--- config.mk ---
export PLATFORM = sky130hd
export DESIGN_NAME = breath_cycle_valve_sequencer_unit
export DESIGN_NICKNAME = d
export VERILOG_FILES = /design/src/rtl/core/bcvs_pkg.sv /design/src/rtl/core/breath_cycle_valve_sequencer_unit.sv /design/src/rtl/core/bcvs_divider.sv /design/src/rtl/core/bcvs_datapath.sv /design/src/rtl/core/bcvs_ctrl.sv
export SDC_FILE = /design/constraint.sdc
export NUM_CORES = 1
export LEC_CHECK = 0
export BUFFER_PORTS_ARGS = -buffer_cell sky130_fd_sc_hd__buf_2
export CAP_MARGIN = 20
export CORE_MARGIN = 2
export CORE_UTILIZATION = 48
export CTS_BUF_LIST = sky130_fd_sc_hd__clkbuf_8 sky130_fd_sc_hd__clkbuf_16
export CTS_CLUSTER_SIZE = 40
export DETAILED_ROUTE_END_ITERATION = 10
export GPL_ROUTABILITY_DRIVEN = 0
export HOLD_SLACK_MARGIN = 0.02
export PLACE_DENSITY = 0.65
export SLEW_MARGIN = 25
export SYNTH_ARGS = -nofsm -noshare
export SYNTH_HDL_FRONTEND = slang
export SYNTH_SLANG_ARGS = --single-unit
--- constraint.sdc ---
create_clock -name clk -period 9.4 [get_ports clk]
set_input_delay 0.47 -clock clk [delete_from_list [all_inputs] [get_ports clk]]
set_output_delay 0.47 -clock clk [all_outputs]
set_load 0.005 [all_outputs]
--- src/rtl/core/bcvs_pkg.sv ---
// ----------------------------------------------------------------------------
// bcvs_pkg
// Shared types and constants for the breath cycle valve sequencer.
// ----------------------------------------------------------------------------
package bcvs_pkg;

  // Configuration register indexes.
  typedef enum logic [1:0] {
    REG_CYCLES_PER_MINUTE = 2'd0,
    REG_PEEP_MINIMUM      = 2'd1,
    REG_PLATEAU_MAXIMUM   = 2'd2,
    REG_PEAK_MAXIMUM      = 2'd3
  } reg_index_t;

  localparam int CfgIdxW  = 2;
  localparam int CfgDataW = 7;

  // Serial divider sizing: 6000 ticks per minute over a rate of up to 35.
  localparam int DivDvdW = 13;
  localparam int DivDsrW = 6;

  typedef enum logic [1:0] {
    PH_PUSH     = 2'd0,
    PH_HOLD     = 2'd1,
    PH_EXP      = 2'd2,
    PH_HOLD_EXP = 2'd3
  } phase_t;

  typedef struct packed {
    logic sample_load;
    logic div_start;
    logic load_cycle;
    logic press_load;
    logic eval;
  } ctrl_cmd_t;

  typedef struct packed {
    logic cycle_start;
    logic div_done;
    logic out_free;
  } ctrl_sts_t;

  localparam int InDataW  = 16;
  localparam int OutDataW = 64;

endpackage

--- src/rtl/core/breath_cycle_valve_sequencer_unit.sv ---
// ----------------------------------------------------------------------------
// breath_cycle_valve_sequencer_unit
// Breath cycle sequencer: maps pressure samples to valve servo commands.
// ----------------------------------------------------------------------------
// Each transfer on the in_ channel is one 10 ms tick with a raw pressure
// sample; each produces exactly one transfer on the out_ channel with the
// phase, both servo angles, change flags, the pressure and the cycle's
// captures. out_tlast marks the last tick of a breath cycle.
// A tick's sample, then its pressure, then its result are registered; the
// next tick can be taken once that result is valid. On the first tick of
// each breath the cycle length is computed first by a serial divider that
// produces one quotient bit per clock; the inspiration length follows by a
// constant multiply. A new tick is taken only when the previous one is
// evaluated, but a result may still wait in the output register while the
// next tick is worked on; if the receiver stalls, evaluation of that next
// tick waits. The cfg_ port writes a setting at every clock with cfg_we high;
// the user must make writes only while the block is idle, which the block
// itself does not enforce. Rate, PEEP and plateau settings take effect at
// the next breath start, the peak limit at once. Synchronous reset restores
// the default settings and starts a new breath.
// ----------------------------------------------------------------------------
module breath_cycle_valve_sequencer_unit
  import bcvs_pkg::*;
(
  input  logic                clk,
  input  logic                rst_n,
  input  logic                in_tvalid,
  output logic                in_tready,
  input  logic [InDataW-1:0]  in_tdata,   // [9:0] adc_sample
  output logic                out_tvalid,
  input  logic                out_tready,
  // [1:0] phase, [9:2] blower_angle, [17:10] patient_angle, [18] blower_changed,
  // [19] patient_changed, [30:20] pressure, [41:31] peak_pressure,
  // [52:42] plateau_pressure, [63:53] peep_pressure
  output logic [OutDataW-1:0] out_tdata,
  output logic                out_tlast,  // cycle_end
  input  logic                cfg_we,
  input  logic [CfgIdxW-1:0]  cfg_addr,
  input  logic [CfgDataW-1:0] cfg_wdata
);

  ctrl_cmd_t cmd;
  ctrl_sts_t sts;

  bcvs_ctrl u_ctrl (
    .clk       (clk),
    .rst_n     (rst_n),
    .in_tvalid (in_tvalid),
    .in_tready (in_tready),
    .sts       (sts),
    .cmd       (cmd)
  );

  bcvs_datapath u_dp (
    .clk        (clk),
    .rst_n      (rst_n),
    .cmd        (cmd),
    .sts        (sts),
    .sample     (in_tdata[9:0]),
    .cfg_we     (cfg_we),
    .cfg_addr   (cfg_addr),
    .cfg_wdata  (cfg_wdata),
    .out_tvalid (out_tvalid),
    .out_tready (out_tready),
    .out_tdata  (out_tdata),
    .out_tlast  (out_tlast)
  );

endmodule

--- src/rtl/core/bcvs_divider.sv ---
// ----------------------------------------------------------------------------
// bcvs_divider
// Restoring unsigned divider, one quotient bit per clock.
// ----------------------------------------------------------------------------
module bcvs_divider
  import bcvs_pkg::*;
(
  input  logic               clk,
  input  logic               rst_n,
  input  logic               start,
  input  logic [DivDvdW-1:0] dividend,
  input  logic [DivDsrW-1:0] divisor,
  output logic [DivDvdW-1:0] quotient,
  output logic               done
);

  localparam int CntW = $clog2(DivDvdW);

  logic [DivDvdW-1:0] q_r, q_nxt;
  logic [DivDsrW-1:0] rem_r, rem_nxt;
  logic [DivDsrW-1:0] dsr_r;
  logic [CntW-1:0]    cnt_r;
  logic               busy_r;
  logic               done_r;
  logic [DivDsrW:0]   trial;
  logic               ge;

  // The dividend shifts out of the top of q_r while quotient bits enter below.
  assign trial = {rem_r, q_r[DivDvdW-1]};
  assign ge    = trial >= {1'b0, dsr_r};

  always_comb begin
    q_nxt   = {q_r[DivDvdW-2:0], ge};
    rem_nxt = ge ? DivDsrW'(trial - {1'b0, dsr_r}) : trial[DivDsrW-1:0];
  end

  always_ff @(posedge clk) begin
    if (!rst_n) begin
      busy_r <= 1'b0;
      done_r <= 1'b0;
      cnt_r  <= '0;
    end else begin
      done_r <= 1'b0;
      if (start) begin
        busy_r <= 1'b1;
        cnt_r  <= '0;
      end else if (busy_r) begin
        cnt_r <= cnt_r + 1'b1;
        if (cnt_r == CntW'(DivDvdW - 1)) begin
          busy_r <= 1'b0;
          done_r <= 1'b1;
        end
      end
    end
  end

  always_ff @(posedge clk) begin
    if (start) begin
      q_r   <= dividend;
      rem_r <= '0;
      dsr_r <= divisor;
    end else if (busy_r) begin
      q_r   <= q_nxt;
      rem_r <= rem_nxt;
    end
  end

  assign quotient = q_r;
  assign done     = done_r;

endmodule

--- src/rtl/core/bcvs_datapath.sv ---
// ----------------------------------------------------------------------------
// bcvs_datapath
// Settings, cycle timing, valve positions, captures and the result register.
// ----------------------------------------------------------------------------
module bcvs_datapath
  import bcvs_pkg::*;
(
  input  logic                clk,
  input  logic                rst_n,
  input  ctrl_cmd_t           cmd,
  output ctrl_sts_t           sts,
  input  logic [9:0]          sample,
  input  logic                cfg_we,
  input  logic [CfgIdxW-1:0]  cfg_addr,
  input  logic [CfgDataW-1:0] cfg_wdata,
  output logic                out_tvalid,
  input  logic                out_tready,
  output logic [OutDataW-1:0] out_tdata,
  output logic                out_tlast
);

  localparam logic [7:0] AngleRest = 8'd90;
  localparam logic signed [10:0] CaptureNone = -11'sd1;
  localparam logic [DivDvdW-1:0] TicksPerMinute = DivDvdW'(6000);
  localparam int MagW = 15;
  // ceil(2^18/17) and ceil(2^11/3); both are exact over the operand ranges used.
  localparam logic [13:0] PressRecip = 14'd15421;
  localparam logic [9:0]  ThirdRecip = 10'd683;

  function automatic logic [7:0] clamp_angle(input logic signed [9:0] a);
    if (a < 10'sd0)        return 8'd0;
    else if (a > 10'sd180) return 8'd180;
    else                   return a[7:0];
  endfunction

  // Configuration registers.
  logic [5:0] rate_r;
  logic [4:0] peep_min_r;
  logic [5:0] plat_max_r;
  logic [6:0] peak_max_r;

  // Cycle state.
  logic [10:0]        tick_r;
  logic [10:0]        cyc_len_r;
  logic [9:0]         insp_len_r;
  logic [4:0]         peep_lat_r;
  logic [5:0]         plat_lat_r;
  logic [7:0]         blower_pos_r;
  logic [7:0]         patient_pos_r;
  logic signed [10:0] peak_cap_r;
  logic signed [10:0] plat_cap_r;
  logic signed [10:0] peep_cap_r;
  logic [9:0]         sample_r;
  logic signed [10:0] press_r;

  logic               out_valid_r;
  logic [OutDataW-1:0] out_data_r;
  logic               out_last_r;

  always_ff @(posedge clk) begin
    if (!rst_n) begin
      rate_r     <= 6'd20;
      peep_min_r <= 5'd10;
      plat_max_r <= 6'd40;
      peak_max_r <= 7'd75;
    end else if (cfg_we) begin
      unique case (reg_index_t'(cfg_addr))
        REG_CYCLES_PER_MINUTE: rate_r     <= cfg_wdata[5:0];
        REG_PEEP_MINIMUM:      peep_min_r <= cfg_wdata[4:0];
        REG_PLATEAU_MAXIMUM:   plat_max_r <= cfg_wdata[5:0];
        REG_PEAK_MAXIMUM:      peak_max_r <= cfg_wdata;
        default: ;
      endcase
    end
  end

  always_ff @(posedge clk) begin
    if (cmd.sample_load) sample_r <= sample;
  end

  // Pressure: trunc((raw-194)*600/51/10) equals sign * floor(|raw-194|*20/17).
  logic               neg;
  logic [9:0]         mag;
  logic [MagW-1:0]    mag20;
  logic [28:0]        press_prod;
  logic signed [10:0] p_mag;
  logic signed [10:0] press_val;
  logic [20:0]        third_prod;
  logic [5:0]         rate_sat;

  assign neg        = sample_r < 10'd194;
  assign mag        = neg ? 10'(10'd194 - sample_r) : 10'(sample_r - 10'd194);
  assign mag20      = {1'b0, mag, 4'b0} + {3'b0, mag, 2'b0};
  assign press_prod = 29'(mag20) * 29'(PressRecip);
  assign p_mag      = press_prod[28:18];
  assign press_val  = neg ? -p_mag : p_mag;
  assign rate_sat = (rate_r < 6'd5) ? 6'd5 : ((rate_r > 6'd35) ? 6'd35 : rate_r);

  always_ff @(posedge clk) begin
    if (cmd.press_load) press_r <= press_val;
  end

  logic [DivDvdW-1:0] div_q;
  logic               div_done;

  bcvs_divider u_div (
    .clk      (clk),
    .rst_n    (rst_n),
    .start    (cmd.div_start),
    .dividend (TicksPerMinute),
    .divisor  (rate_sat),
    .quotient (div_q),
    .done     (div_done)
  );

  // The inspiration length is a third of the freshly divided cycle length.
  assign third_prod = 21'(div_q[10:0]) * 21'(ThirdRecip);

  // Tick evaluation.
  logic signed [10:0] pressure;
  logic [10:0]        tick_nxt;
  phase_t             time_ph;
  phase_t             phase;
  logic signed [9:0]  blower_cmd;
  logic signed [9:0]  patient_cmd;
  logic [7:0]         blower_ang;
  logic [7:0]         patient_ang;
  logic               ending;

  assign pressure = press_r;
  assign tick_nxt = tick_r + 11'd1;

  always_comb begin
    if (tick_nxt <= {1'b0, insp_len_r}) begin
      time_ph = (tick_nxt <= {2'b0, insp_len_r[9:1]}) ? PH_PUSH : PH_HOLD;
    end else begin
      time_ph = PH_EXP;
    end
    phase = time_ph;
    unique case (time_ph)
      PH_PUSH: begin
        blower_cmd  = 10'sd75;
        patient_cmd = 10'sd70;
      end
      PH_HOLD: begin
        blower_cmd  = 10'sd70;
        patient_cmd = 10'sd70;
      end
      default: begin
        blower_cmd  = 10'sd40;
        patient_cmd = 10'sd30;
      end
    endcase
    if (pressure > $signed({4'b0, peak_max_r}))
      blower_cmd = $signed({2'b0, blower_pos_r}) - 10'sd2;
    if (time_ph == PH_HOLD && pressure > $signed({5'b0, plat_lat_r}))
      patient_cmd = $signed({2'b0, patient_pos_r}) + 10'sd1;
    if (pressure < $signed({6'b0, peep_lat_r})) begin
      patient_cmd = 10'sd90;
      phase       = PH_HOLD_EXP;
    end
    blower_ang  = clamp_angle(blower_cmd);
    patient_ang = clamp_angle(patient_cmd);
  end

  assign ending = tick_nxt >= cyc_len_r;

  always_ff @(posedge clk) begin
    if (!rst_n) begin
      tick_r        <= '0;
      cyc_len_r     <= 11'd300;
      insp_len_r    <= 10'd100;
      peep_lat_r    <= 5'd10;
      plat_lat_r    <= 6'd40;
      blower_pos_r  <= AngleRest;
      patient_pos_r <= AngleRest;
      peak_cap_r    <= CaptureNone;
      plat_cap_r    <= CaptureNone;
      peep_cap_r    <= CaptureNone;
      out_valid_r   <= 1'b0;
    end else begin
      if (out_tready) out_valid_r <= 1'b0;
      if (cmd.load_cycle) begin
        cyc_len_r     <= div_q[10:0];
        insp_len_r    <= third_prod[20:11];
        peep_lat_r    <= peep_min_r;
        plat_lat_r    <= plat_max_r;
        blower_pos_r  <= AngleRest;
        patient_pos_r <= AngleRest;
        peak_cap_r    <= CaptureNone;
        plat_cap_r    <= CaptureNone;
        peep_cap_r    <= CaptureNone;
      end
      if (cmd.eval) begin
        tick_r        <= ending ? 11'd0 : tick_nxt;
        blower_pos_r  <= blower_ang;
        patient_pos_r <= patient_ang;
        out_valid_r   <= 1'b1;
        unique case (time_ph)
          PH_PUSH: peak_cap_r <= pressure;
          PH_HOLD: plat_cap_r <= pressure;
          default: peep_cap_r <= pressure;
        endcase
      end
    end
  end

  // Result payload; the captures already include this tick's pressure.
  always_ff @(posedge clk) begin
    if (cmd.eval) begin
      out_data_r[1:0]   <= phase;
      out_data_r[9:2]   <= blower_ang;
      out_data_r[17:10] <= patient_ang;
      out_data_r[18]    <= blower_ang != blower_pos_r;
      out_data_r[19]    <= patient_ang != patient_pos_r;
      out_data_r[30:20] <= pressure;
      out_data_r[41:31] <= (time_ph == PH_PUSH) ? pressure : peak_cap_r;
      out_data_r[52:42] <= (time_ph == PH_HOLD) ? pressure : plat_cap_r;
      out_data_r[63:53] <= (time_ph == PH_EXP)  ? pressure : peep_cap_r;
      out_last_r        <= ending;
    end
  end

  assign sts.cycle_start = tick_r == 11'd0;
  assign sts.div_done    = div_done;
  assign sts.out_free    = !out_valid_r || out_tready;

  assign out_tvalid = out_valid_r;
  assign out_tdata  = out_data_r;
  assign out_tlast  = out_last_r;

  // A new result must never overwrite one that has not been transferred.
  a_eval_free: assert property (@(posedge clk) disable iff (!rst_n)
    cmd.eval |-> (!out_valid_r || out_tready))
    else $error("result register overwritten");

  a_tick_range: assert property (@(posedge clk) disable iff (!rst_n)
    tick_r < cyc_len_r)
    else $error("tick count beyond cycle length");

  a_angle_range: assert property (@(posedge clk) disable iff (!rst_n)
    blower_pos_r <= 8'd180 && patient_pos_r <= 8'd180)
    else $error("valve position out of range");

  a_load_at_start: assert property (@(posedge clk) disable iff (!rst_n)
    cmd.load_cycle |-> tick_r == 11'd0)
    else $error("cycle settings latched mid-cycle");

endmodule

--- src/rtl/core/bcvs_ctrl.sv ---
// ----------------------------------------------------------------------------
// bcvs_ctrl
// Sequencer: schedules the cycle division and the evaluation of one tick.
// ----------------------------------------------------------------------------
module bcvs_ctrl
  import bcvs_pkg::*;
(
  input  logic      clk,
  input  logic      rst_n,
  input  logic      in_tvalid,
  output logic      in_tready,
  input  ctrl_sts_t sts,
  output ctrl_cmd_t cmd
);

  typedef enum logic [1:0] {
    S_IDLE,
    S_RATE,
    S_PRESS,
    S_EVAL
  } state_t;

  state_t state_r, state_nxt;

  always_comb begin
    cmd       = '0;
    state_nxt = state_r;
    in_tready = 1'b0;
    unique case (state_r)
      S_IDLE: begin
        in_tready = 1'b1;
        if (in_tvalid) begin
          cmd.sample_load = 1'b1;
          // The first tick of a cycle first works out the cycle timing.
          if (sts.cycle_start) begin
            cmd.div_start = 1'b1;
            state_nxt     = S_RATE;
          end else begin
            state_nxt = S_PRESS;
          end
        end
      end
      S_RATE: begin
        if (sts.div_done) begin
          cmd.load_cycle = 1'b1;
          state_nxt      = S_PRESS;
        end
      end
      S_PRESS: begin
        cmd.press_load = 1'b1;
        state_nxt      = S_EVAL;
      end
      S_EVAL: begin
        if (sts.out_free) begin
          cmd.eval  = 1'b1;
          state_nxt = S_IDLE;
        end
      end
      default: state_nxt = S_IDLE;
    endcase
  end

  always_ff @(posedge clk) begin
    if (!rst_n) begin
      state_r <= S_IDLE;
    end else begin
      state_r <= state_nxt;
    end
  end

endmodule
# After elaboration in Yosys (flattened, before gate mapping)
# Cells that the tools add are included.
dict set report totals {
  regBits 236
  out_inout_bits 67
  wordCells 138
}
dict set report classes {
  muxes 51
  mul 2
  n_lt_le_gt_ge 14
  n_reduce_logical 18
  n_addsub 9
  eq_ne 14
  bitwise_logic 2
}
# cell count
set ops {}
lappend ops {{11-bit two-way mux} 14}
lappend ops {{8-bit two-way mux} 7}
lappend ops {{10-bit two-way mux} 4}
lappend ops {{15-bit by 14-bit multiplier with 29-bit output, second input constant} 1}
lappend ops {{11-bit by 10-bit multiplier with 21-bit output, second input constant} 1}
lappend ops {{10-bit by 9-bit > comparator with 1-bit output, second input constant} 2}
lappend ops {{10-bit by 1-bit less-than comparator with 1-bit output, second input constant} 2}
lappend ops {{8-bit != test} 2}
lappend ops {{14-bit by 12-bit adder with 15-bit output} 1}
lappend ops {{1-bit two-way mux} 14}
lappend ops {{2-bit two-way mux} 7}
lappend ops {{7-bit case mux with 2 select lines} 1}
lappend ops {{6-bit two-way mux} 2}
lappend ops {{11-bit by 1-bit adder with 11-bit output, second input constant} 1}
lappend ops {{11-bit >= comparator} 1}
lappend ops {{11-bit by 7-bit > comparator with 1-bit output} 1}
lappend ops {{11-bit by 8-bit > comparator with 1-bit output} 1}
lappend ops {{11-bit by 10-bit less-or-equal comparator with 1-bit output} 1}
lappend ops {{11-bit by 9-bit less-or-equal comparator with 1-bit output} 1}
lappend ops {{11-bit logical NOT} 1}
lappend ops {{11-bit by 6-bit less-than comparator with 1-bit output} 1}
lappend ops {{11-bit negator} 1}
lappend ops {{2-bit == test, second input constant} 5}
lappend ops {{10-bit by 8-bit less-than comparator with 1-bit output, second input constant} 1}
lappend ops {{25 further kinds} 37}

# Depth between registers and ports, before layout
# Gate-level depths: netlist (run 1).
dict set report logic_depth {
  ltp_word 13
  depth_mapped 36
  depth_no_buf 35
}

# Modules after synthesis
# From an unflattened synthesis (run 1), not the netlist that was laid out.
dict set report unflattened {
  hier_cells 1803
  hier_area_um2 17619.4
}
# module area_each_um2 cells_per_inst instances seq_area_each_um2
set modules_own_cells {}
lappend modules_own_cells {bcvs_datapath 15845.2 1642 1 4924.7}
lappend modules_own_cells {bcvs_divider 1569.0 136 1 810.8}
lappend modules_own_cells {bcvs_ctrl 205.2 25 1 40.0}

# Worst setup path before layout (run 1)
# Ideal clock, no wire load.
dict set report synth_timing {
  path_type {register to register}
  start {register u_dp.sample_r[8]}
  end {register u_dp.press_r[10], data pin}
  path_stages_with_launch 36
  arrival_ns 8.214
  period_less_slack_ns 8.473
  required_ns 9.141
  setup_ns 0.259
  slack_ns 0.927
  path_buffers 1
  path_cell_list {edfxtp_1 -> nor4_2 -> a21o_4 -> clkbuf_1 -> o31ai_1 -> o41ai_1 -> xor2_1 -> ha_1 -> and3_4 -> a21boi_2 -> nand4_1 -> a21o_1 -> xor2_1 -> fa_1 -> ha_1 -> ha_1 -> inv_1 -> fa_1 -> inv_1 -> fa_1 -> inv_1 -> fa_1 -> inv_1 -> ha_1 -> a22oi_1 -> o211a_1 -> o31a_1 -> nor3b_1 -> o21a_1 -> o31ai_1 -> ha_1 -> nor3b_1 -> o21ai_0 -> o31ai_1 -> o21ai_1 -> xnor2_1}
}
dict set report synth_via {
  elab_chain_cells 6
  word_cells_on_any_way 8
}
# item line_no
set synth_rtl {}
lappend synth_rtl {{from (decl)} bcvs_datapath.sv:53} ;# logic [9:0] sample_r;
lappend synth_rtl {{from (signal assigned)} bcvs_datapath.sv:78} ;# if (cmd.sample_load) sample_r <= sample;
lappend synth_rtl {{10-bit by 8-bit subtractor with 10-bit output (tied with other cells)} bcvs_datapath.sv:92} ;# assign mag = neg ? 10'(10'd194 - sample_r) : 10'(sample_r - 10'd194);
lappend synth_rtl {{10-bit two-way mux} bcvs_datapath.sv:92}
lappend synth_rtl {{14-bit by 12-bit adder with 15-bit output} bcvs_datapath.sv:93} ;# assign mag20 = {1'b0, mag, 4'b0} + {3'b0, mag, 2'b0};
lappend synth_rtl {{15-bit by 14-bit multiplier with 29-bit output} bcvs_datapath.sv:94} ;# assign press_prod = 29'(mag20) * 29'(PressRecip);
lappend synth_rtl {{11-bit negator} bcvs_datapath.sv:96} ;# assign press_val = neg ? -p_mag : p_mag;
lappend synth_rtl {{11-bit two-way mux (*)} bcvs_datapath.sv:96}
lappend synth_rtl {{net u_dp.press_val[10]} bcvs_datapath.sv:87} ;# logic signed [10:0] press_val;
lappend synth_rtl {{to (signal assigned)} bcvs_datapath.sv:100} ;# if (cmd.press_load) press_r <= press_val;
lappend synth_rtl {{to (decl)} bcvs_datapath.sv:54} ;# logic signed [10:0] press_r;
# Mark *: on every way through the listed nets, which the timed path passes. The rest lies on a longest branch.
# A chain may end at the register's enable or synchronous reset.

# Worst setup path in the final report (run 1)
dict set report layout_timing {
  start {register u_dp.sample_r[6]}
  end {register u_dp.press_r[9], data pin}
}
# The elaborated chain is that of the path after synthesis.

==> results of run 1 <==
## timing repair
| action | in CTS | in global routing |
|---|---|---|
| gates resized for setup | 0 | 11 |
| setup endpoints to repair | 0 | 5 |
| setup buffers | 0 | 2 |
| endpoints found under the hold margin | 0 | 0 |
## critical path: stages (launching register included)
cell       delay (ns)
edfxtp_1         0.49
a211oi_2         0.15
a21oi_2          0.42
nor2_1           0.10
a21oi_1          0.33
ha_1             0.29
ha_1             0.18
a21oi_1          0.05
xnor2_1          0.55
inv_1            0.20
fa_1             0.55
fa_1             0.55
fa_1             0.52
fa_1             0.53
fa_1             0.57
inv_1            0.05
ha_1             0.29
ha_1             0.39
nand2_1          0.07
nor2_1           0.17
o2111ai_1        0.15
o21ai_1          0.41
a41o_1           0.33
nor2_1           0.07
xnor2_1          0.17
o41ai_1          0.59
nand2_1          0.13
xnor2_1          0.15
## cells by family (layout without fill, tap and decap cells)
group | Yosys count | in the layout | synth area share (%)
AOI/OAI and AO/OA | 335 | 335 | 13.34
xor gates and xnor gates | 85 | 85 | 4.593
adders and majority gates | 313 | 313 | 26.03
buffers and inverters | 285 | 369 | 6.314
DFF | 236 | 236 | 33.05
muxes | 52 | 52 | 3.208
and+or+nand+nor | 493 | 493 | 13.47
## layer usage
metal / vias up / wire, um / GRT usage, %
li1: 6359 / - / -
met3: 46 / 1284 / 1.891
met5: - / 0 / 0
met4: 0 / 828 / 5.578
met1: 5968 / 17330 / 28.35
met2: 220 / 17050 / 32.89
## sequential cells by signal (all words and copies together) (netlist names), 7 cells and up
register,count
u_dp.patient_pos_r,8
u_dp.plat_cap_r,11
u_dp.blower_pos_r,8
u_dp.tick_r,11
u_dp.out_tdata,64
u_dp.insp_len_r,10
u_dp.peak_cap_r,11
u_dp.sample_r,10
u_dp.peep_cap_r,11
u_dp.cyc_len_r,11
u_dp.peak_max_r,7
u_dp.u_div.quotient,13
u_dp.press_r,11
## placed cells by master (no fill, tap or decap), drive strengths merged, types with 6 or more instances in the layout
| master | netlist | routed |
|---|---|---|
| nor4 | 6 | 6 |
| and2 | 14 | 14 |
| nand2 | 186 | 186 |
| and3 | 7 | 7 |
| inv | 217 | 222 |
| nand4 | 13 | 13 |
| clkinv | 0 | 7 |
| a21oi | 44 | 44 |
| clkbuf | 54 | 25 |
| bufinv | 0 | 6 |
| edfxtp | 92 | 92 |
| buf | 14 | 106 |
| mux2 | 19 | 19 |
| mux2i | 33 | 33 |
| ha | 240 | 240 |
| a21o | 24 | 24 |
| o21ai | 97 | 97 |
| nor3 | 56 | 56 |
| nor2 | 102 | 102 |
| o31ai | 19 | 19 |
| a31oi | 7 | 7 |
| dfxtp | 144 | 144 |
| xor2 | 34 | 34 |
| o41ai | 7 | 7 |
| nor2b | 25 | 25 |
| xnor2 | 50 | 50 |
| nand3 | 42 | 42 |
| o21a | 19 | 19 |
| a211oi | 17 | 17 |
| or2 | 7 | 7 |
| nand2b | 13 | 13 |
| o211ai | 25 | 25 |
| fa | 71 | 71 |
| a21boi | 29 | 29 |
## final cells by class
cell class	instances	share of cell area (%)
Multi-Input combinational cell	1278	55.07
Inverter	217	4.307
Tap cell	461	3.045
Sequential cell	236	29.81
Clock inverter	21	1.453
Clock buffer	25	3.303
Timing Repair Buffer	106	3.012
## worst max-delay path by stage
stage	from	endpoint	slack [ns]	cells after the start
floorplan	u_dp.sample_r[8]	u_dp.press_r[10]	0.93	35
global placement	u_dp.sample_r[8]	u_dp.press_r[10]	0.33	34
detailed placement	u_dp.sample_r[8]	u_dp.press_r[10]	0.19	34
CTS	u_dp.sample_r[8]	u_dp.press_r[10]	0.14	34
global route	u_dp.sample_r[2]	u_dp.press_r[10]	0.06	35
finish	u_dp.sample_r[6]	u_dp.press_r[9]	0.69	27
## metrics by stage
stage	cells	utilization (%)	setup WS, ns	hold slack [ns]	instance area (um2)
floorplan	1799	-	0.9270	0.4244	17080
global placement	2296	50.86	0.3284	0.4494	17960
detailed placement	2296	50.86	0.1948	0.4574	17960
CTS	2342	53.41	0.1359	0.07925	18860
global route	2344	53.64	0.05994	0.08892	18940
finish	2344	53.64	0.6869	0.1070	18940
==> flow_metrics.py, run 1 <==
metrics = {
    "status": {
        "status": "finished, final reports clean",
    },
    "timing": {
        "finClkSkew_ns": 0.01791,
        "relSlewSlack_pct": 34.37,
        "rsz0062_at_grt": "false",
        "period_share_pct": 92.69,
        "max_freq_mhz": 114.8,
        "setup_viol": 0,
        "fin_crit_ns": 8.713,
        "tns_ns": 0,
        "hold_viol_final": 0,
        "worst_slew_pin_slew_ns": 0.9845,
        "drv_slew": 0,
    },
    "die": {
        "die_h_um": 192.6,
        "start_util_pct": 48.38,
        "core_area_um2": 35310,
        "ios": 97,
        "fp.dieW_um": 192.6,
        "dieArea_um2": 37110,
        "rows": 69,
    },
    "routing": {
        "antenna_left": 0,
        "routedWlPerCell_um": 15.57,
        "wirelength_um": 36490,
        "first_pass_iters": 5,
        "num_vias": 12590,
        "route.detailed.drc": 0,
        "routed_via_density": 5.372,
        "drtIter0Drc": 792,
    },
    "critical_path": {
        "rrSetupSlack_ns": 0.69,
        "endpoint_kind": "flop",
        "crit_required_ns": 9.69,
        "worstSetupPathType": "reg -> reg",
        "reg2reg_from": "u_dp.sample_r[6]",
        "arrival_ns": 9.00,
        "r2r_end": "u_dp.press_r[9]",
        "reg2reg_depth": 27,
        "crit_path_start_kind": "flop",
        "worst-path-max-fanout": 9,
    },
    "yosys": {
        "netlist_area_um2": 17080,
        "ys_seq_area_share_pct": 33.05,
        "synth_area_leader_cell": "ha_1",
        "synth_commonest_cells": "ha_1, inv_1, nand2_1",
        "yosysMostFrequentCell": "ha_1",
        "ys_ff_latch": 236,
        "avgSynthCellArea_um2": 9.495,
        "synthCells": 1799,
        "synth_edf_count": 92,
        "synth_cell_type_count": 91,
        "syn-num-nets": 2140,
        "yosys-top-cells-area": "ha_1, dfxtp_1, edfxtp_1",
        "synthFlopType": "dfxtp_1",
        "synth_warnings": 0,
        "synthArstFlopShare_pct": 0,
        "netlist.area_leader.share_pct": 17.58,
    },
    "placed_design": {
        "dp_hpwl_um": 27000,
        "port_buffers": 90,
    },
    "finish": {
        "fill_cells": 3158,
        "syn2layout_area_growth_pct": 10.89,
        "fin_nets": 2205,
        "multi_input_area_um2": 10430,
        "n_antenna_cell": 0,
        "ff_latch_area_um2": 5645,
        "drive_gt1_share_pct": 10.94,
    },
    "clock_tree": {
        "root_buffer": "clkbuf_16",
        "cts_buffers": 25,
        "clkLatencyLatePin_ns": 0.55,
        "clkTransAtPathRegs_ns": 0.06,
        "clkSinkCount": 236,
        "cts_tree": "yes",
        "ctsHtreeMaxLevel": 1,
        "hold_buffers": 0,
        "clockBufferDepth": 3,
    },
    "job": {
        "drv_cap": 0,
    },
    "hold_path": {
        "min_path_type": "in -> reg",
        "worstHoldPathCells": 1,
        "hold_start": "in_tdata[7]",
        "whs_endpoint": "u_dp.sample_r[7]",
    },
    "global_routing": {
        "grt_start_max_net_pins": 92,
        "grt_usage_pct": 20.10,
        "grt_pass1_wl_um": 61060,
        "grt_overflow_total": 0,
        "antenna_found_initial": 0,
        "grt_pass1_vias": 12150,
    },
}
Power of run 1 is not shown: default switching activity piles up to over one toggle a cycle in this logic, so the estimate is an artifact.
==> run 2: changes to the inputs <==
- CORE_UTILIZATION: 48 -> 63
- PLACE_DENSITY: 0.65 -> 0.82
==> flow_metrics.py, run 2 (synthesis gave the netlist of run 1 again) <==
metrics = {
    "critical_path": {
        "crit_path_start_kind": "flop",
        "reg2reg_from": "u_dp.sample_r[8]",
        "crit_slowest_cell": "fa_1",
        "cp_common_cell": "ha_1",
        "reg2reg_depth": 32,
        "worstSetupPathType": "reg -> reg",
        "arrival_ns": 9.21,
        "critPathMaxStageDelay_ns": 0.58,
        "rrSetupSlack_ns": 0.47,
        "path_delay_family": "adder cells",
        "crit_buf_inv": 3,
        "crit_required_ns": 9.68,
        "endpoint_kind": "flop",
        "r2r_end": "u_dp.press_r[9]",
        "worst-path-max-fanout": 15,
    },
    "hold_path": {
        "worstHoldPathCells": 1,
        "whs_endpoint": "u_dp.sample_r[1]",
        "hold_start": "in_tdata[1]",
        "min_path_type": "in -> reg",
    },
    "clock_tree": {
        "clkLatencyLatePin_ns": 0.54,
        "clkSinkCount": 236,
        "cts_tree": "yes",
        "root_buffer": "clkbuf_16",
        "cts_buffers": 24,
        "clkTransAtPathRegs_ns": 0.06,
        "ctsHtreeMaxLevel": 1,
        "clockBufferDepth": 3,
        "postCtsSetupBuffers": 0,
    },
    "routing": {
        "drtIter0Drc": 1014,
        "first_pass_iters": 6,
        "route.detailed.drc": 0,
        "antenna_left": 0,
        "num_vias": 12950,
        "routedWlPerCell_um": 16.36,
        "routed_via_density": 5.845,
        "wirelength_um": 36260,
    },
    "finish": {
        "fin_nets": 2198,
        "mostFrequentLayoutCells": "ha_1, inv_1, nand2_1",
        "syn2layout_area_growth_pct": 9.127,
        "fill_cells": 1870,
        "drive_gt1_share_pct": 10.35,
        "n_antenna_cell": 0,
        "final_common_cell": "ha_1",
        "largest_register_ffs": 64,
    },
    "global_routing": {
        "grt_usage_pct": 26.00,
        "grt_start_max_net_pins": 100,
        "grt_overflow_total": 0,
        "grt_pass1_wl_um": 61600,
        "antenna_found_initial": 0,
        "grt_pass1_vias": 13020,
    },
    "die": {
        "core_area_um2": 26800,
        "start_util_pct": 63.73,
        "ios": 97,
        "dieArea_um2": 28450,
        "rows": 60,
        "fp.dieW_um": 168.7,
        "die_h_um": 168.7,
    },
    "timing": {
        "drv_slew": 0,
        "setup_ws_ns": 0.4730,
        "max_freq_mhz": 112.0,
        "finClkSkew_ns": 0.01988,
        "setup_viol": 0,
        "fin_crit_ns": 8.927,
        "hold_viol_final": 0,
        "period_share_pct": 94.97,
        "worst_slew_pin_slew_ns": 1.047,
        "relSlewSlack_pct": 30.05,
    },
    "placed_design": {
        "port_buffers": 90,
        "dp_hpwl_um": 26680,
        "post-place-ws_ns": 0.1966,
    },
    "job": {
        "drv_cap": 0,
    },
    "status": {
        "status": "finished, final reports clean",
    },
}
==> run 2: cell types whose count changed in the layout (fill, tap and decap cells not counted), moves of 2 or more <==
cell        previous run  this run
bufinv_16              6         2
clkinvlp_4             3         0
inv_1                217       220
buf_4                 16        10
clkbuf_8               0         2
==> run 2: repair_timing <==
action,CTS,global route
setup endpoints to repair,0,5
gates resized for setup,0,9
hold buffers,0,0
endpoints found under the hold margin,0,0
==> run 2: area by class of cell <==
cell class | count | area [um2] | area share [%]
multi-input combinational | 1278 | 10440 | 55.99
sequential | 236 | 5645 | 30.29
inverter | 217 | 815.8 | 4.376
clock buffer | 26 | 628.1 | 3.370
timing repair buffer | 100 | 525.5 | 2.819
tap | 341 | 426.7 | 2.289
clock inverter | 18 | 161.4 | 0.8659
==> run 2: worst max-delay path by stage <==
| stage | start | slack (ns) | cells after the start | end |
|---|---|---|---|---|
| 2_1_floorplan | u_dp.sample_r[8] | 0.93 | 35 | u_dp.press_r[10] |
| 3_3_place_gp | u_dp.sample_r[8] | 0.48 | 34 | u_dp.press_r[10] |
| 3_5_place_dp | u_dp.sample_r[8] | 0.20 | 34 | u_dp.press_r[10] |
| 4_1_cts | u_dp.sample_r[8] | 0.12 | 34 | u_dp.press_r[10] |
| 5_1_grt | u_dp.sample_r[8] | -0.03 | 30 | u_dp.press_r[9] |
| 6_report | u_dp.sample_r[8] | 0.47 | 32 | u_dp.press_r[9] |
==> run 2: worst register-to-register path, delay by kind of cell, from the launching register on <==
kind                       cells  cell delay, ns
muxes                          1            0.26
DFF                            1            0.52
adders and majority gates      8            2.87
xor gates and xnor gates       5            1.20
AOI/OAI and AO/OA             10            2.76
and+or+nand+nor                5            0.84
buffers and inverters          3            0.25
==> run 2: metrics by stage <==
step / util, % / setup TNS (ns) / hold WS (ns) / std cells / instance area (um2)
6_report: 69.55 / 0 / 0.1134 / 2216 / 18640
5_1_grt: 69.55 / -0.03293 / 0.09638 / 2216 / 18640
4_1_cts: 69.29 / 0 / 0.09847 / 2216 / 18570
3_5_place_dp: 66.34 / 0 / 0.4524 / 2172 / 17780
3_3_place_gp: 66.34 / 0 / 0.4425 / 2172 / 17780
2_1_floorplan: - / 0 / 0.4244 / 1799 / 17080
==> run 2: per-layer routing <==
| layer | track usage (%) | vias to the layer above | routed length (um) |
|---|---|---|---|
| met5 | 0 | - | 0 |
| met4 | 9.220 | 0 | 1131 |
| met3 | 2.432 | 85 | 1596 |
| met2 | 45.19 | 378 | 17580 |
| met1 | 34.05 | 6155 | 15960 |
| li1 | - | 6335 | - |
Power of run 2 is left out for the same reason.
==> run 3: changes to the inputs <==
- RECOVER_POWER: default -> 100
==> flow_metrics.py, run 3 (synthesis gave the netlist of run 1 again) <==
metrics = {
    "die": {
        "die_h_um": 168.7,
        "start_util_pct": 63.73,
        "dieArea_um2": 28450,
        "fp.dieW_um": 168.7,
        "core_area_um2": 26800,
        "ios": 97,
        "rows": 60,
    },
    "critical_path": {
        "reg2reg_depth": 32,
        "rrSetupSlack_ns": 0.48,
        "cp_common_cell": "ha_1",
        "crit_required_ns": 9.68,
        "worstSetupPathType": "reg -> reg",
        "arrival_ns": 9.20,
        "endpoint_kind": "flop",
        "reg2reg_from": "u_dp.sample_r[8]",
        "crit_slowest_cell": "fa_1",
        "crit_path_start_kind": "flop",
        "worst-path-max-fanout": 15,
        "critPathMaxStageDelay_ns": 0.58,
        "r2r_end": "u_dp.press_r[9]",
    },
    "timing": {
        "setup_viol": 0,
        "hold_viol_final": 0,
        "period_share_pct": 94.89,
        "relSlewSlack_pct": -152.3,
        "max_freq_mhz": 112.1,
        "finClkSkew_ns": 0.01916,
        "fin_crit_ns": 8.920,
        "drv_slew": 205,
        "worst_slew_pin_slew_ns": 3.785,
    },
    "routing": {
        "wl_met3_um": 1573,
        "wl_met1_um": 16060,
        "wirelength_um": 36290,
        "wl_met2_um": 17560,
        "maxUsedRoutingLayer": "met4",
        "route.detailed.drc": 0,
        "drtIter0Drc": 994,
        "first_pass_iters": 5,
        "num_vias": 12940,
        "routed_via_density": 5.838,
        "routedWlPerCell_um": 16.38,
        "antenna_left": 0,
    },
    "finish": {
        "largest_register_ffs": 64,
        "fin_util_pct": 69.22,
        "n_antenna_cell": 0,
        "syn2layout_area_growth_pct": 8.600,
        "final_common_cell": "ha_1",
        "ff_latch_area_um2": 5645,
        "fin_nets": 2198,
        "drive_gt1_share_pct": 7.520,
        "multi_input_area_um2": 10410,
        "fill_cells": 1906,
        "mostFrequentLayoutCells": "ha_1, inv_1, nand2_1",
    },
    "placed_design": {
        "dp_hpwl_um": 26680,
        "port_buffers": 90,
    },
    "global_routing": {
        "grt_pass1_wl_um": 61600,
        "grt_overflow_total": 0,
        "grt_start_max_net_pins": 100,
        "grt_usage_pct": 26.00,
        "grt_pass1_vias": 13020,
        "antenna_found_initial": 0,
    },
    "clock_tree": {
        "ctsHtreeMaxLevel": 1,
        "cts_buffers": 24,
        "root_buffer": "clkbuf_16",
        "clockBufferDepth": 3,
        "clkSinkCount": 236,
        "clkLatencyLatePin_ns": 0.54,
        "clkTransAtPathRegs_ns": 0.06,
        "postCtsSetupBuffers": 0,
        "cts_tree": "yes",
    },
    "status": {
        "violations": "max-capacitance violations, max-slew violations",
        "status": "finished, violations left",
    },
    "hold_path": {
        "whs_endpoint": "u_dp.sample_r[1]",
        "hold_start": "in_tdata[1]",
        "worstHoldPathCells": 1,
        "min_path_type": "in -> reg",
    },
    "job": {
        "drv_cap": 4,
    },
}
==> run 3: cell count changes in the layout (fill, tap and decap cells not counted), moves of 3 or more <==
cell and change:
and2_0 +8, and2_1 -7, o21ai_1 -23, a21boi_1 -6, clkbuf_1 +46, buf_4 -3, a21boi_0 +6, o21ai_0 +23
buf_2 -44
==> run 3: routing by layer <==
| metal | global-route usage (%) | up-vias |
|---|---|---|
| li1 | - | 6343 |
| met3 | 2.432 | 81 |
| met2 | 45.19 | 347 |
| met1 | 34.05 | 6166 |
| met4 | 9.220 | 0 |
| met5 | 0 | - |
==> run 3: worst max path at each step <==
stage	start	to	slack (ns)	cells past startpoint
global placement	u_dp.sample_r[8]	u_dp.press_r[10]	0.48	34
global route	u_dp.sample_r[8]	u_dp.press_r[9]	-0.03	30
floorplan	u_dp.sample_r[8]	u_dp.press_r[10]	0.93	35
detailed placement	u_dp.sample_r[8]	u_dp.press_r[10]	0.20	34
CTS	u_dp.sample_r[8]	u_dp.press_r[10]	0.12	34
finish	u_dp.sample_r[8]	u_dp.press_r[9]	0.48	32
==> run 3: what timing repair did <==
item	4_1_cts	5_1_grt
setup endpoints to repair	0	5
hold buffers	0	0
gates resized for setup	0	9
==> run 3: area by class of cell <==
class | instances | area share, %
clock buffer | 26 | 3.386
sequential | 236 | 30.43
tap | 341 | 2.300
timing repair buffer | 100 | 2.475
inverter | 217 | 4.398
clock inverter | 18 | 0.8701
multi-input combinational | 1278 | 56.14
==> run 3: metrics by stage <==
stage / setup slack [ns] / hold WS, ns / instance area (um2) / instances / setup TNS, ns
after global placement: 0.4759 / 0.4425 / 17780 / 2172 / 0
after detailed placement: 0.1966 / 0.4524 / 17780 / 2172 / 0
after global routing: -0.02880 / 0.09638 / 18550 / 2216 / -0.03293
after floorplan: 0.9270 / 0.4244 / 17080 / 1799 / 0
after CTS: 0.1217 / 0.09847 / 18570 / 2216 / 0
final: 0.4801 / 0.1129 / 18550 / 2216 / 0
==> run 3: worst max-delay path, delay by kind of cell, from the launching register on <==
family | cells | cell delay, ns
multiplexers | 1 | 0.26
AND/OR/NAND/NOR | 5 | 0.83
AO/OA/AOI/OAI | 10 | 2.75
XOR/XNOR | 5 | 1.20
buffers and inverters | 3 | 0.27
flip-flops | 1 | 0.53
adder cells (fa/ha/maj) | 8 | 2.83
Power of run 3 is left out for the same reason.
